File: src/rtl/ffha_pkg.sv
// Shared types and constants of the first-fit heap allocator.
package ffha_pkg;

  localparam int AddrW   = 48;
  localparam int PagesW  = 5;
  localparam int SizeW   = 13;
  localparam int PageGr  = 256;
  localparam int GranLog = 4;

  localparam logic       OP_ALLOC = 1'b0;
  localparam logic       OP_FREE  = 1'b1;

  localparam logic [1:0] ST_OK    = 2'd0;
  localparam logic [1:0] ST_ZERO  = 2'd1;
  localparam logic [1:0] ST_NOFIT = 2'd2;

  localparam logic       REG_BASE  = 1'b0;
  localparam logic       REG_PAGES = 1'b1;

  typedef struct packed {
    logic [AddrW-1:0]  base;
    logic [PagesW-1:0] pages;
    logic              init;
  } cfg_t;

endpackage

File: src/rtl/ffha_cfg.sv
// APB configuration registers: heap base and page count.
module ffha_cfg (
  input  logic               clk,
  input  logic               rst_n,
  input  logic               psel,
  input  logic               penable,
  input  logic               pwrite,
  input  logic [3:0]         paddr,
  input  logic [63:0]        pwdata,
  output logic [63:0]        prdata,
  output logic               pready,
  output ffha_pkg::cfg_t     cfg
);
  import ffha_pkg::*;

  logic [AddrW-1:0]  base_r;
  logic [PagesW-1:0] pages_r;
  logic              init_r;
  logic              wr;

  assign wr     = psel && penable && pwrite;
  assign pready = 1'b1;

  always_ff @(posedge clk) begin
    if (!rst_n) begin
      base_r  <= '0;
      pages_r <= PagesW'(16);
      init_r  <= 1'b0;
    end else begin
      init_r <= wr;
      if (wr) begin
        if (paddr[3] == REG_BASE) begin
          base_r <= pwdata[AddrW-1:0];
        end else begin
          pages_r <= pwdata[PagesW-1:0];
        end
      end
    end
  end

  always_comb begin
    if (paddr[3] == REG_PAGES) begin
      prdata = {{(64-PagesW){1'b0}}, pages_r};
    end else begin
      prdata = {{(64-AddrW){1'b0}}, base_r};
    end
  end

  assign cfg.base  = base_r;
  assign cfg.pages = pages_r;
  assign cfg.init  = init_r || wr;

endmodule

File: config.mk
export PLATFORM = sky130hd
export DESIGN_NAME = ffha_cfg
export DESIGN_NICKNAME = d
export VERILOG_FILES = /design/src/rtl/ffha_pkg.sv /design/src/rtl/ffha_cfg.sv
export SDC_FILE = /design/constraint.sdc
export NUM_CORES = 1
export LEC_CHECK = 0
export BUFFER_PORTS_ARGS = -buffer_cell sky130_fd_sc_hd__buf_4
export CAP_MARGIN = 20
export CORE_UTILIZATION = 31
export DETAILED_ROUTE_END_ITERATION = 12
export GPL_ROUTABILITY_DRIVEN = 0
export PLACE_DENSITY = 0.76
export SYNTH_ARGS = -nofsm -noshare
export SYNTH_HDL_FRONTEND = slang
export SYNTH_SLANG_ARGS = --single-unit
export TNS_END_PERCENT = 5
File: constraint.sdc
create_clock -name clk -period 1.7 [get_ports clk]
set_clock_uncertainty 0.1 [all_clocks]
set_input_delay 0.51 -clock clk [delete_from_list [all_inputs] [get_ports clk]]
set_output_delay 0.51 -clock clk [all_outputs]
set_load 0.02 [all_outputs]
# ---- Yosys cells after proc, flatten, opt, wreduce, memory -nomap -nowiden
# Index checks and enable logic that the tools add are counted.
dict set report totals {
  register_bits 54
  out_inout_bits 119
  input_bits 73
  wordCells 10
}
dict set report classes {
  bitwise_logic 1
  muxes 1
  n_reduce_logical 5
}
# operator n
set op_table {}
lappend op_table {{two-way mux 48 bit} 1}
lappend op_table {{AND reduction 2 bit} 2}
lappend op_table {{logical AND 1 bit} 2}
lappend op_table {{logical OR 1 bit} 1}
lappend op_table {{inverter 1 bit} 1}

# ---- Longest topological paths before layout
dict set report depth {
  word_depth 3
  mapped_depth 5
}

# ---- Worst setup path after synthesis
# No wires, ideal clock.
dict set report synth_timing {
  kind {input-to-output}
  startpoint {input paddr[3]}
  endpoint {output prdata[36]}
  arrival_ns 1.201
  n_path_buf 2
  setup_slack_ns -0.111
  required_time_ns 1.090
  path_stages 3
  cell_sequence {buf_2 -> clkbuf_1 -> nor2b_1}
}
dict set report synth_between {
  elab_chain_len 1
}
# element line_no
set synth_lines {}
lappend synth_lines {{from (decl)} ffha_cfg.sv:8} ;# input logic [3:0] paddr,
lappend synth_lines {{two-way mux 48 bit} ffha_cfg.sv:42} ;# if (paddr[3] == REG_PAGES) begin
lappend synth_lines {{to (decl)} ffha_cfg.sv:10} ;# output logic [63:0] prdata,
# No other way between the ends.

# ---- Worst setup path in the final report
dict set report layout_timing {
  startpoint {input paddr[3]}
  endpoint {output prdata[45]}
}
# The elaborated chain is that of the path after synthesis.

==> metrics.csv <==
stage,metric,value,unit
finish,share of cells above drive strength 1,44.8,%
clock_tree,Clock Path Buffers,2,
global_route,initial antenna violation count,0,
hold_path,Hold Path Sink,base_r[5],
worst_setup_path,CP startpoint kind,input port,
worst_setup_path,CP max stage cell,clkbuf_16,
global_route,GRT Overall Usage,13.7,%
synthesis,Seq cells post-synth,54,
worst_setup_path,worst reg-to-reg setup slack,0.95,ns
synthesis,cell taking the most area after synthesis,dfxtp_1,
clock_tree,CTS buffer count,5,
sta,WHS,0.351,ns
power,Psw,674,µW
placed_design,dpl ws,-0.216,ns
job,Max-Cap Viols,0,
worst_setup_path,critical path class,in2out,
finish,"commonest non-fill, non-tap cells in the layout","137 x buf_4, 100 x nand2_1, 53 x mux2i_1",
worst_setup_path,Crit Path Max Fanout,12,
worst_setup_path,CP Data Required Time,1.09,ns
power,Pleak,0.00194,µW
hold_path,hold_sp,pwdata[5],
worst_setup_path,R2R depth,2,
route,Routed Wire Length,6.82,mm
finish,"commonest non-fill, non-tap cell in the layout",buf_4,
sta,Slew Limit Fails,0,
global_route,largest net degree at the start of global routing,53,
global_route,total gr overflow,0,
route,Routed Antenna Nets,0,
route,via-per-instance ratio,4.40,
finish,fin util,52.1,%
finish,post-layout instance count excluding filler cells,556,
worst_setup_path,max incr delay on CP,0.20,ns
floorplanning,Die Ht,93.7,µm
status,outcome,"finished, violations left",
route,DR iter-0 viols,40,
finish,ant diodes,0,
synthesis,synth warn,0,
route,per-cell routed wire length,12.3,µm
route,DR vias,2448,
finish,P&R area growth vs syn,63.5,%
power,part of the power in registers,49.7,%
global_route,first-pass GRT wire length,9.52,mm
sta,period utilization,101,%
worst_setup_path,worst reg2reg startpoint,base_r[30],
synthesis,Cell variety after synth,14,
placed_design,final HPWL from detailed placement,4.65,mm
floorplanning,I/O pins,192,
global_route,vias in the first global route,2057,
power,Internal Power,1970,µW
clock_tree,Root Buffer,clkbuf_8,
placed_design,dpl cells,545,
clock_tree,clk_lat worst skew,0.29,ns
sta,"Setup violations, final",5,
synthesis,Syn Std Cell Area,0.00260,mm²
floorplanning,Die Wd,93.7,µm
route,residual DRC count,0,
worst_setup_path,worst-path cell chain,"buf_16, clkbuf_16, nor2b_1, buf_4",
status,violated checks,negative setup slack,
route,drt first pass iters,4,
power,Max IR drop VDD,288,µV
worst_setup_path,Critical Path Sink Type,output pin,
clock_tree,Hold Buf Count CTS,0,
power,clock group share of total power,31.9,%
clock_tree,htree depth,2,
worst_setup_path,WP buf/inv,3,
floorplanning,FP Rows,33,
sta,final hold vios,0,
power,switching fraction of total power,25.5,%
hold_path,worst hold path class,in2reg,
clock_tree,Sink Count,54,
power,Power Density,620,mW/mm²
synthesis,syn_area_per_cell,8.63,µm²
sta,Tmin final,1.71,ns
finish,Final #Nets,523,
worst_setup_path,"delay-heaviest family, CP",buffers and inverters,
clock_tree,"Setup Fix Bufs, Post-CTS",0,
synthesis,cell count after synthesis,302,
worst_setup_path,worst flop-to-flop path endpoint,base_r[30],
clock_tree,CTS clock-pin slew for the worst setup and hold paths,0.10,ns
worst_setup_path,crit path DAT,1.10,ns
sta,final setup margin,-0.0126,ns
synthesis,"top cells by area, synth","dfxtp_1 41%, mux2i_1 20%, nand2_1 14%",
worst_setup_path,critical path depth,4,
placed_design,port buffer count,155,
clock_tree,CTS tree,done,
floorplanning,die area,0.00877,mm²
hold_path,Hold Crit Depth,3,
floorplanning,Initial Util,31.9,%
synthesis,register area share after synthesis,41.5,%
sta,Fmax achieved,584,MHz
floorplanning,core area,0.00818,mm²
power,Comb pwr share,18.4,%
synthesis,post-synth top area share,41.5,%
sta,RSZ-0062 raised after global routing,true,
power groups by stage:
stage / logic (µW) / clock network (µW) / registers [µW]
finish: 487 / 842 / 1310
global route: 522 / 935 / 1320
CTS: 460 / 880 / 1310
detailed placement: 440 / 0 / 1340
global placement: 435 / 0 / 1340
floorplan: 237 / 0 / 1370
registers in the layout, indices dropped and copies added (netlist names):
name and flops:
base_r 48, pages_r 5, init_r 1
layer usage:
metal  global-route usage (%)  vias to the layer above  wire length, µm
met5                        0                        -                0
met3                     3.72                        4              508
met4                     3.08                        0               31
li1                         -                     1220                -
met1                     15.6                     1117             2840
met2                     25.2                      107             3440
worst max-delay path by stage:
stage,from,end,slack [ns]
2_1_floorplan,paddr[3],prdata[0],-0.0003
6_report,paddr[3],prdata[45],-0.01
5_1_grt,paddr[3],prdata[34],-0.02
3_3_place_gp,paddr[3],prdata[0],-0.20
4_1_cts,paddr[3],prdata[1],-0.02
3_5_place_dp,paddr[3],base_r[30],-0.22
cells by family (layout without fill, tap and decap cells):
logic type | after synthesis | in the layout | synth area share [%]
mux | 58 | 58 | 22.5
simple gates | 148 | 148 | 26.2
buf+inv | 39 | 173 | 9.17
flops | 54 | 54 | 41.5
compound gates | 1 | 1 | 0.336
other cells | 2 | 17 | 0.288
cell usage after synthesis (all sizes together):
cell type	instances
a31o	1
and4	1
and4b	1
buf	25
clkbuf	14
conb	2
dfxtp	54
mux2	5
mux2i	53
nand2	100
nand4	1
nor2b	45
per-stage QoR:
step	setup TNS, ns	instance area (µm²)	power, µW
after global placement	-13.22	3910	1780
after detailed placement	-14.77	3910	1780
final	-0.0329	4260	2640
after global routing	-0.156	4260	2780
after floorplan	-0.00154	2750	1610
after CTS	-0.195	4090	2650
layout make-up:
| cell class | instances | area (µm²) |
|---|---|---|
| well taps | 105 | 131 |
| repair buffers | 165 | 1460 |
| multi-input cells | 224 | 1480 |
| clock inverters | 3 | 40.0 |
| flip-flops and latches | 54 | 1080 |
| fillers | 731 | 3920 |
| clock buffers | 5 | 68.8 |
worst reg2reg max path, delay by kind of cell, from the launching register on:
kind          cells  cell delay [ns]
flops             1             0.38
mux               1             0.14
simple gates      1             0.06
repair_timing:
| action | in CTS | in global routing |
|---|---|---|
| endpoints found under the setup margin | 34 | 25 |
| gates resized for setup | 9 | 28 |
| cloned | 1 | 2 |
No activity file was read; power rests on OpenSTA's default activity.
